[src/sv/bpe_pkg.sv]
// ----------------------------------------------------------------------------
// bpe_pkg: shared types for the Bezier point evaluator
// Holds the sequencer state encoding, the coordinate width and the control
// bundle that the sequencer hands to the top level.
// ----------------------------------------------------------------------------
package bpe_pkg;

  // Width of one signed Q16.16 coordinate.
  localparam int unsigned COORD_W = 32;

  // Sequencer states.
  typedef enum logic [2:0] {
    ST_IDLE,
    ST_WAIT_OUT,
    ST_PASS,
    ST_GAP,
    ST_DRAIN
  } bpe_state_t;

  // Control from the sequencer to the stores and the output register.
  typedef struct packed {
    logic wr_en;      // write one entry of both stores
    logic wr_lerp;    // write data comes from the lerp lanes, else from the input
    logic rd_en;      // read one entry of both stores
    logic load_pick;  // load the output register from the store read data
    logic load_lerp;  // load the output register from the lerp lanes
  } bpe_ctl_t;

endpackage

[src/sv/bpe_store.sv]
// ----------------------------------------------------------------------------
// bpe_store: control point memory
// Synchronous single-write, single-read memory with a registered read port.
// ----------------------------------------------------------------------------
module bpe_store
  import bpe_pkg::*;
#(
  parameter int unsigned DEPTH = 16
) (
  input  logic                       clk,
  input  logic                       wr_en,
  input  logic [$clog2(DEPTH)-1:0]   wr_addr,
  input  logic [COORD_W-1:0]         wr_data,
  input  logic                       rd_en,
  input  logic [$clog2(DEPTH)-1:0]   rd_addr,
  output logic [COORD_W-1:0]         rd_data
);

  logic [COORD_W-1:0] mem [DEPTH];

  // Write port.
  always_ff @(posedge clk) begin
    if (wr_en) begin
      mem[wr_addr] <= wr_data;
    end
  end

  // Registered read port.
  always_ff @(posedge clk) begin
    if (rd_en) begin
      rd_data <= mem[rd_addr];
    end
  end

endmodule

[src/sv/bpe_lerp.sv]
// ----------------------------------------------------------------------------
// bpe_lerp: one coordinate lane of the linear interpolation pipeline
// Computes p + floor((q - p) * t / 2^T_FRAC_BITS), where q is the word just
// read from the store and p the word read before it.
// ----------------------------------------------------------------------------
module bpe_lerp
  import bpe_pkg::*;
#(
  parameter int unsigned T_FRAC_BITS = 16
) (
  input  logic                       clk,
  input  logic                       load,
  input  logic [COORD_W-1:0]         rd_data,
  input  logic [T_FRAC_BITS:0]       t_val,
  output logic [COORD_W-1:0]         result
);

  localparam int unsigned DIFF_W = COORD_W + 1;
  localparam int unsigned PROD_W = DIFF_W + T_FRAC_BITS + 2;

  logic signed [COORD_W-1:0] prev;
  logic signed [DIFF_W-1:0]  diff1;
  logic signed [COORD_W-1:0] p1;
  logic signed [PROD_W-1:0]  prod2;
  logic signed [COORD_W-1:0] p2;
  logic signed [PROD_W-1:0]  scaled;

  // Keep the previous read word as the left point of the next step.
  always_ff @(posedge clk) begin
    if (load) begin
      prev <= $signed(rd_data);
    end
  end

  // Stage one takes the difference, stage two the product.
  always_ff @(posedge clk) begin
    diff1 <= $signed({rd_data[COORD_W-1], rd_data}) - $signed({prev[COORD_W-1], prev});
    p1    <= prev;
    prod2 <= PROD_W'(diff1 * $signed({1'b0, t_val}));
    p2    <= p1;
  end

  // The arithmetic shift is the floor; the sum stays inside the 32-bit range.
  assign scaled = prod2 >>> T_FRAC_BITS;
  assign result = COORD_W'(p2) + scaled[COORD_W-1:0];

endmodule

[src/sv/bpe_ctrl.sv]
// ----------------------------------------------------------------------------
// bpe_ctrl: point counter and de Casteljau sequencer
// Counts incoming points, then walks the stores pass by pass, issuing one
// read per cycle within a pass, and tracking each step down the lerp
// pipeline to its write-back address.
// ----------------------------------------------------------------------------
module bpe_ctrl
  import bpe_pkg::*;
#(
  parameter int unsigned MAX_POINTS  = 16,
  parameter int unsigned T_FRAC_BITS = 16
) (
  input  logic                          clk,
  input  logic                          rst,
  input  logic                          in_valid,
  input  logic                          in_last,
  input  logic [T_FRAC_BITS:0]          in_t,
  input  logic                          out_busy,
  output logic                          in_ready,
  output bpe_ctl_t                      ctl,
  output logic [$clog2(MAX_POINTS)-1:0] wr_addr,
  output logic [$clog2(MAX_POINTS)-1:0] rd_addr,
  output logic [T_FRAC_BITS:0]          t_eval,
  output logic                          ovf_eval
);

  localparam int unsigned AW = $clog2(MAX_POINTS);
  localparam int unsigned CW = $clog2(MAX_POINTS + 1);
  localparam int unsigned TW = T_FRAC_BITS + 1;

  bpe_state_t     state, state_next;
  logic [CW-1:0]  count, count_next;
  logic           ovf_seen, ovf_seen_next;
  logic [CW-1:0]  n_eval, n_eval_next;
  logic [TW-1:0]  t_eval_next;
  logic           ovf_eval_next;
  logic [CW-1:0]  len, len_next;
  logic [AW-1:0]  addr, addr_next;

  // Tags of the read in flight and of the two lerp stages.
  logic           rv, r_first, r_fin, r_pick;
  logic [AW-1:0]  r_addr;
  logic           v1, fin1, v2, fin2;
  logic [AW-1:0]  a1, a2;

  logic           iss_first, iss_fin, iss_pick;
  logic           rd_issue;
  logic           accept, room, pipe_idle;
  logic [CW-1:0]  n_last, len_last;

  assign in_ready  = (state == ST_IDLE);
  assign accept    = in_valid && in_ready;
  assign room      = (count < CW'(MAX_POINTS));
  assign pipe_idle = !rv && !v1 && !v2;
  assign n_last    = n_eval - CW'(1);
  assign len_last  = len - CW'(1);

  // Write port: input points while idle, lerp results during evaluation.
  assign ctl.wr_lerp   = v2;
  assign ctl.wr_en     = v2 || (accept && room);
  assign wr_addr       = v2 ? a2 : count[AW-1:0];
  assign ctl.rd_en     = rd_issue;
  assign ctl.load_pick = rv && r_pick;
  assign ctl.load_lerp = v2 && fin2;

  // Next state and read issue.
  always_comb begin
    state_next    = state;
    count_next    = count;
    ovf_seen_next = ovf_seen;
    n_eval_next   = n_eval;
    t_eval_next   = t_eval;
    ovf_eval_next = ovf_eval;
    len_next      = len;
    addr_next     = addr;
    rd_issue      = 1'b0;
    rd_addr       = addr;
    iss_first     = 1'b0;
    iss_fin       = 1'b0;
    iss_pick      = 1'b0;
    case (state)
      ST_IDLE: begin
        if (accept) begin
          if (in_last) begin
            n_eval_next   = room ? count + CW'(1) : count;
            ovf_eval_next = ovf_seen || !room;
            t_eval_next   = in_t;
            count_next    = '0;
            ovf_seen_next = 1'b0;
            state_next    = ST_WAIT_OUT;
          end else if (room) begin
            count_next = count + CW'(1);
          end else begin
            ovf_seen_next = 1'b1;
          end
        end
      end
      ST_WAIT_OUT: begin
        // Start only once the output register is free.
        if (!out_busy) begin
          if (t_eval == '0) begin
            rd_issue   = 1'b1;
            rd_addr    = '0;
            iss_pick   = 1'b1;
            state_next = ST_DRAIN;
          end else if (t_eval[T_FRAC_BITS] || (n_eval == CW'(1))) begin
            rd_issue   = 1'b1;
            rd_addr    = n_last[AW-1:0];
            iss_pick   = 1'b1;
            state_next = ST_DRAIN;
          end else begin
            len_next   = n_eval;
            addr_next  = '0;
            state_next = ST_PASS;
          end
        end
      end
      ST_PASS: begin
        rd_issue  = 1'b1;
        iss_first = (addr == '0);
        iss_fin   = (len == CW'(2)) && (addr == AW'(1));
        if (addr == len_last[AW-1:0]) begin
          addr_next = '0;
          if (len == CW'(2)) begin
            state_next = ST_DRAIN;
          end else begin
            len_next   = len_last;
            state_next = ST_GAP;
          end
        end else begin
          addr_next = addr + AW'(1);
        end
      end
      ST_GAP: begin
        // Short passes must wait for the last write-back of the pass before.
        if ((len >= CW'(3)) || pipe_idle) begin
          state_next = ST_PASS;
        end
      end
      ST_DRAIN: begin
        if (ctl.load_pick || ctl.load_lerp) begin
          state_next = ST_IDLE;
        end
      end
      default: begin
        state_next = ST_IDLE;
      end
    endcase
  end

  // Control registers.
  always_ff @(posedge clk) begin
    if (rst) begin
      state    <= ST_IDLE;
      count    <= '0;
      ovf_seen <= 1'b0;
      rv       <= 1'b0;
      v1       <= 1'b0;
      v2       <= 1'b0;
    end else begin
      state    <= state_next;
      count    <= count_next;
      ovf_seen <= ovf_seen_next;
      rv       <= rd_issue;
      v1       <= rv && !r_first && !r_pick;
      v2       <= v1;
    end
  end

  // Evaluation operands and tag payloads.
  always_ff @(posedge clk) begin
    n_eval   <= n_eval_next;
    t_eval   <= t_eval_next;
    ovf_eval <= ovf_eval_next;
    len      <= len_next;
    addr     <= addr_next;
    r_first  <= iss_first;
    r_fin    <= iss_fin;
    r_pick   <= iss_pick;
    r_addr   <= rd_addr;
    a1       <= r_addr - AW'(1);
    fin1     <= r_fin;
    a2       <= a1;
    fin2     <= fin1;
  end

endmodule

[src/sv/bezier_point_evaluator.sv]
// ----------------------------------------------------------------------------
// bezier_point_evaluator: fixed-point Bezier curve point by de Casteljau
// Control points stream in; the transaction marked with tlast closes the
// curve and yields one result point.
// ----------------------------------------------------------------------------
// Usage:
//   The slave channel carries one control point per transaction, with the
//   curve parameter t in Q1.T_FRAC_BITS; only t of the tlast transaction is
//   used. Up to MAX_POINTS points are kept; further points are dropped and
//   the result's overflow flag is set. The master channel returns the curve
//   point, with the overflow flag on tuser.
//   Points that are not last leave s_tready high for the next point. After
//   the last point the sequencer runs de Casteljau in place in the x and y
//   stores: a pass over L points issues L reads on the single read port,
//   and a gap state lies between passes, in which a pass of two points waits
//   for the last write-back of the pass before. When t is zero, one or above,
//   or the curve has one point, no pass runs: the first point (t zero) or
//   the last point is read from the stores and loaded into the output register.
//   s_tready is low during evaluation. When the receiver stalls, the result
//   waits in the output register, new points are still taken, and the next
//   evaluation starts only once the output register is free.
//   Reset clears the point count, the overflow state and the output valid;
//   the stores need no clearing, since only entries written for the current
//   curve are ever read.
// ----------------------------------------------------------------------------
module bezier_point_evaluator
  import bpe_pkg::*;
#(
  parameter int unsigned MAX_POINTS  = 16,
  parameter int unsigned T_FRAC_BITS = 16
) (
  input  logic                  clk,
  input  logic                  rst,
  // Slave side; s_tdata from bit 0: t_param, point_x, point_y, zero padding.
  input  logic                  s_tvalid,
  output logic                  s_tready,
  input  logic [((T_FRAC_BITS + 1 + 2 * COORD_W + 7) / 8) * 8 - 1:0] s_tdata,
  input  logic                  s_tlast,   // last_point
  // Master side; m_tdata from bit 0: curve_x, curve_y.
  output logic                  m_tvalid,
  input  logic                  m_tready,
  output logic [2*COORD_W-1:0]  m_tdata,
  output logic                  m_tuser    // overflow_flag
);

  localparam int unsigned AW = $clog2(MAX_POINTS);
  localparam int unsigned TW = T_FRAC_BITS + 1;

  bpe_ctl_t            ctl;
  logic [AW-1:0]       wr_addr, rd_addr;
  logic [TW-1:0]       t_eval;
  logic                ovf_eval;
  logic [COORD_W-1:0]  in_x, in_y;
  logic [COORD_W-1:0]  rd_x, rd_y;
  logic [COORD_W-1:0]  res_x, res_y;
  logic [COORD_W-1:0]  wr_x, wr_y;

  // Input fields.
  assign in_x = s_tdata[TW +: COORD_W];
  assign in_y = s_tdata[TW + COORD_W +: COORD_W];

  // Sequencer.
  bpe_ctrl #(
    .MAX_POINTS  (MAX_POINTS),
    .T_FRAC_BITS (T_FRAC_BITS)
  ) u_ctrl (
    .clk      (clk),
    .rst      (rst),
    .in_valid (s_tvalid),
    .in_last  (s_tlast),
    .in_t     (s_tdata[TW-1:0]),
    .out_busy (m_tvalid),
    .in_ready (s_tready),
    .ctl      (ctl),
    .wr_addr  (wr_addr),
    .rd_addr  (rd_addr),
    .t_eval   (t_eval),
    .ovf_eval (ovf_eval)
  );

  // Store write data: incoming point or lerp result.
  assign wr_x = ctl.wr_lerp ? res_x : in_x;
  assign wr_y = ctl.wr_lerp ? res_y : in_y;

  bpe_store #(.DEPTH(MAX_POINTS)) u_store_x (
    .clk     (clk),
    .wr_en   (ctl.wr_en),
    .wr_addr (wr_addr),
    .wr_data (wr_x),
    .rd_en   (ctl.rd_en),
    .rd_addr (rd_addr),
    .rd_data (rd_x)
  );

  bpe_store #(.DEPTH(MAX_POINTS)) u_store_y (
    .clk     (clk),
    .wr_en   (ctl.wr_en),
    .wr_addr (wr_addr),
    .wr_data (wr_y),
    .rd_en   (ctl.rd_en),
    .rd_addr (rd_addr),
    .rd_data (rd_y)
  );

  // One interpolation lane per coordinate.
  bpe_lerp #(.T_FRAC_BITS(T_FRAC_BITS)) u_lerp_x (
    .clk     (clk),
    .load    (ctl.rd_en),
    .rd_data (rd_x),
    .t_val   (t_eval),
    .result  (res_x)
  );

  bpe_lerp #(.T_FRAC_BITS(T_FRAC_BITS)) u_lerp_y (
    .clk     (clk),
    .load    (ctl.rd_en),
    .rd_data (rd_y),
    .t_val   (t_eval),
    .result  (res_y)
  );

  // Output register; valid holds until the transaction completes.
  always_ff @(posedge clk) begin
    if (rst) begin
      m_tvalid <= 1'b0;
    end else if (ctl.load_pick || ctl.load_lerp) begin
      m_tvalid <= 1'b1;
    end else if (m_tready) begin
      m_tvalid <= 1'b0;
    end
  end

  always_ff @(posedge clk) begin
    if (ctl.load_pick) begin
      m_tdata <= {rd_y, rd_x};
      m_tuser <= ovf_eval;
    end else if (ctl.load_lerp) begin
      m_tdata <= {res_y, res_x};
      m_tuser <= ovf_eval;
    end
  end

endmodule

[config.mk]
export PLATFORM = sky130hd
export DESIGN_NAME = bezier_point_evaluator
export DESIGN_NICKNAME = d
export VERILOG_FILES = /design/src/sv/bpe_pkg.sv /design/src/sv/bpe_store.sv /design/src/sv/bpe_lerp.sv /design/src/sv/bpe_ctrl.sv /design/src/sv/bezier_point_evaluator.sv
export SDC_FILE = /design/constraint.sdc
export NUM_CORES = 2
export LEC_CHECK = 0
export ABC_AREA = 1
export BUFFER_PORTS_ARGS = -buffer_cell sky130_fd_sc_hd__buf_4
export CORE_ASPECT_RATIO = 2
export CORE_UTILIZATION = 35
export DETAILED_ROUTE_END_ITERATION = 7
export PLACE_DENSITY = 0.59
export SLEW_MARGIN = 30
export SYNTH_ARGS = -nofsm -noshare
export SYNTH_HDL_FRONTEND = slang
export SYNTH_SLANG_ARGS = --single-unit
[constraint.sdc]
create_clock -name clk -period 17.3 [get_ports clk]
set_input_delay 1.73 -clock clk [delete_from_list [all_inputs] [get_ports clk]]
set_output_delay 1.73 -clock clk [all_outputs]
set_load 0.02 [all_outputs]
==> results by group <==
Status
  • Outcome: complete, no violations

Routing
  • Routed WL: 355,200 um
  • Router iterations before antenna repair: 8
  • Post-DR vias/cell: about 5.0
  • Remaining DRCs: 0
  • Iteration-0 DRC Markers: approximately 5.8k
  • Routed Antenna Nets: 0
  • Routed len/inst: between 20 and 25 um
  • Vias: between 80k and 90k

GRT
  • Initial antenna violation count: 15
  • GRT overflow: 0
  • First-pass GRT wire length: between 500,000 and 600,000 um
  • Overall Global Routing Usage: around 22%
  • Largest net degree at the start of global routing: about 190
  • Vias in the first global route: 85.49k

STA
  • Final Max Slew Viols: 0
  • Final Hold Fails: 0
  • Slew @ Worst Pin: approximately 1100 ps
  • Slew HR: about a quarter
  • Fmax: about 130 MHz
  • Tcrit/Tclk final: a little over two fifths
  • TNS Setup: 0 ps
  • Final setup violation count: 0
  • RSZ-0062 raised after global routing: false
  • Post-layout minimum cycle time: about 7500 ps
  • Final clock skew: roughly 97 ps

Logic synthesis
  • Mean area per synthesized cell: 8.754 sq um
  • Flops & latches, synth: roughly 1.5k
  • Sequential share of the synthesized area: 39.50%
  • Ys flop type: edfxtp_1
  • Syn Nets: 14.00k
  • Mapped Area: approximately 110,000 sq um
  • Post-synthesis cell type count: 40
  • Commonest cells in the netlist: inv_1 (3,361), nand2_1 (2,685), edfxtp_1 (1,249), nand3_1 (1,149), fa_1 (1,032)
  • Post-synth ARST share: 0%
  • Yosys top cell area share: around a third
  • Post-synth EDFFs: around 1.2k
  • Largest cells by area after synthesis: edfxtp_1 (34%), fa_1 (19%), inv_1 (12%)
  • Post-synth top area cell: edfxtp_1
  • Top-count cell post-synth: inv_1
  • Cells after Synth: approximately 13k
  • Synth warnings: 0

Clock network
  • Clock tree buffer depth: 4
  • CTS tree: done
  • CTS clock-pin slew for the worst setup and hold paths: around 70 ps
  • Post-CTS resize count: 0
  • CTS Buf Count: ~140
  • Clk root buf: clkbuf_16
  • H-tree depth: 4
  • CTS sink cnt: 1,537
  • Hold_buf cts: 0
  • Worst skew pair latency: around 860 ps
  • Post-CTS Setup Bufs: 0

Setup path
  • Start of the worst register-to-register path: u_ctrl.t_eval[3]
  • Startpoint type of the worst setup path: register
  • Req. time, crit path: 18,010 ps
  • Internal reg-to-reg setup slack: roughly 10000 ps
  • Crit Path Category: reg2reg
  • Worst-path fanout max: 34
  • Critical Path Source: u_ctrl.t_eval[3]
  • Data arrival, critical path: roughly 8000 ps
  • Critical Path End Type: register

Floorplanning
  • Die H: between 700 and 800 um
  • Die area: 315,400 sq um
  • I/O pins: 160
  • Core Region: ~310,000 sq um
  • # rows: 290
  • Die W: around 400 um
  • Initial Util: a little over a third

Placement
  • DP HPWL: between 200,000 and 250,000 um
  • Final RePlAce weighted congestion: about 1.0
  • Number of I/O port buffers: around 150

Cells and area
  • Area growth, synth to finish: 8.884%
  • Fillers: approximately 31k
  • Share of cells above drive strength 1: 4.675%
  • Final Net Count: 13.85k

Hold path
  • HP Class: reg2reg
  • HP Start: u_ctrl.fin1

Job
  • Max-cap viol count: 0
==> area by class of cell <==
| cell class | count | area (sq um) | area share, % |
|---|---|---|---|
| inverter | 3367 | 12700 | 10.65 |
| multi-input combinational | 7009 | 51270 | 42.98 |
| clock buffer | 179 | 3849 | 3.227 |
| antenna | 4 | 10.01 | 0.008392 |
| clock inverter | 71 | 674.4 | 0.5654 |
| sequential | 1537 | 43290 | 36.29 |
| timing repair buffer | 308 | 2372 | 1.989 |
| tap | 4088 | 5115 | 4.288 |
==> metal layers <==
| layer | wire length [um] | GRT usage, % | vias up | part of all wire (%) |
|---|---|---|---|---|
| li1 | - | - | 38150 | - |
| met5 | 23 | 0 | - | 0.0065 |
| met4 | 26190 | 14.78 | 4 | 7.4 |
| met1 | 123800 | 23.79 | 40870 | 35 |
| met2 | 188700 | 42.08 | 2920 | 53 |
| met3 | 16470 | 1.963 | 1124 | 4.6 |
==> worst paths after layout <==
kind	end	cells past startpoint
worst max-delay path	u_lerp_x.prod2[47]	26
worst min-delay path	u_ctrl.fin2	0
worst max register to register	u_lerp_x.prod2[47]	26
worst min register to register	u_ctrl.fin2	0
==> layout by cell type, fill, tap and decap left out, types with 16 or more instances in the layout <==
cell type  Yosys  layout
inv_1       3361    3345
nand2_1     2685    2683
edfxtp_1    1249    1249
nand3_1     1149    1147
fa_1        1032    1032
nand4_1      559     559
nor2_1       359     357
ha_1         356     356
buf_4          9     301
dfxtp_1      288     275
a21oi_1      248     248
o21ai_0      207     207
clkbuf_16      0     147
xor2_1        98      98
xnor2_1       50      50
nor3_1        43      42
a21o_1        34      34
a31oi_1       32      32
o21bai_1      27      27
clkbuf_1     332      27
nand3b_1      25      25
or2_2         20      20
o21a_1        18      18
clkinv_1       1      18
nor4_1        17      17
inv_4          0      17
a21boi_0      16      16
==> per-stage QoR <==
step / area (sq um) / hold WS [ps] / utilization, % / worst slack [ps] / cells
floorplan: 109600 / 309.6 / - / 10220 / 12510
global placement: 114700 / 309.9 / 36.79 / 9835 / 16310
detailed placement: 114700 / 312.1 / 36.80 / 9776 / 16310
CTS: 119200 / 270.6 / 38.25 / 9737 / 16560
global route: 119300 / 284.5 / 38.27 / 9491 / 16560
finish: 119300 / 275.6 / 38.27 / 9835 / 16560
==> flip-flops by register name, indices dropped and copies added (netlist names), 4 cells and up <==
register / cells
u_lerp_y.diff1: 33
u_store_x.rd_data: 32
m_tdata: 64
u_ctrl.n_eval: 5
u_ctrl.count: 5
u_lerp_y.p1: 32
u_ctrl.r_addr: 4
u_store_x.mem: 512
u_lerp_x.p1: 32
u_ctrl.addr: 4
u_lerp_y.prod2: 32
u_ctrl.a1: 4
u_lerp_x.diff1: 33
u_ctrl.a2: 4
u_store_y.rd_data: 32
u_ctrl.t_eval: 17
u_ctrl.len: 5
u_lerp_y.prev: 32
u_lerp_x.p2: 32
u_lerp_x.prev: 32
u_lerp_y.p2: 32
u_lerp_x.prod2: 32
u_store_y.mem: 512
==> cell families (layout without fill, tap and decap cells) <==
family,after synthesis,in the layout,synth area share [%]
other cells,0,4,0
flops,1537,1537,39.50
buf+inv,3968,3925,13.78
xor+xnor,148,148,1.183
simple gates,4873,4873,19.57
compound gates,600,600,3.040
fa+ha+maj,1388,1388,22.92
==> critical path: stages, from the launching register on <==
cell	delay [ps]
edfxtp_1	320
buf_4	450
buf_4	570
nand2_1	90
inv_1	180
fa_1	500
inv_1	230
fa_1	500
inv_1	280
fa_1	500
inv_1	100
fa_1	410
fa_1	510
fa_1	550
inv_1	60
ha_1	450
inv_1	170
nor3_1	330
nand2_1	90
inv_1	100
nand2_1	90
nor3_1	140
o21ai_0	170
nand3_1	310
inv_1	80
nand2_1	70
nand2_1	40
Power is not shown: default switching activity piles up to over one toggle a cycle in this logic, so the estimate is an artifact.
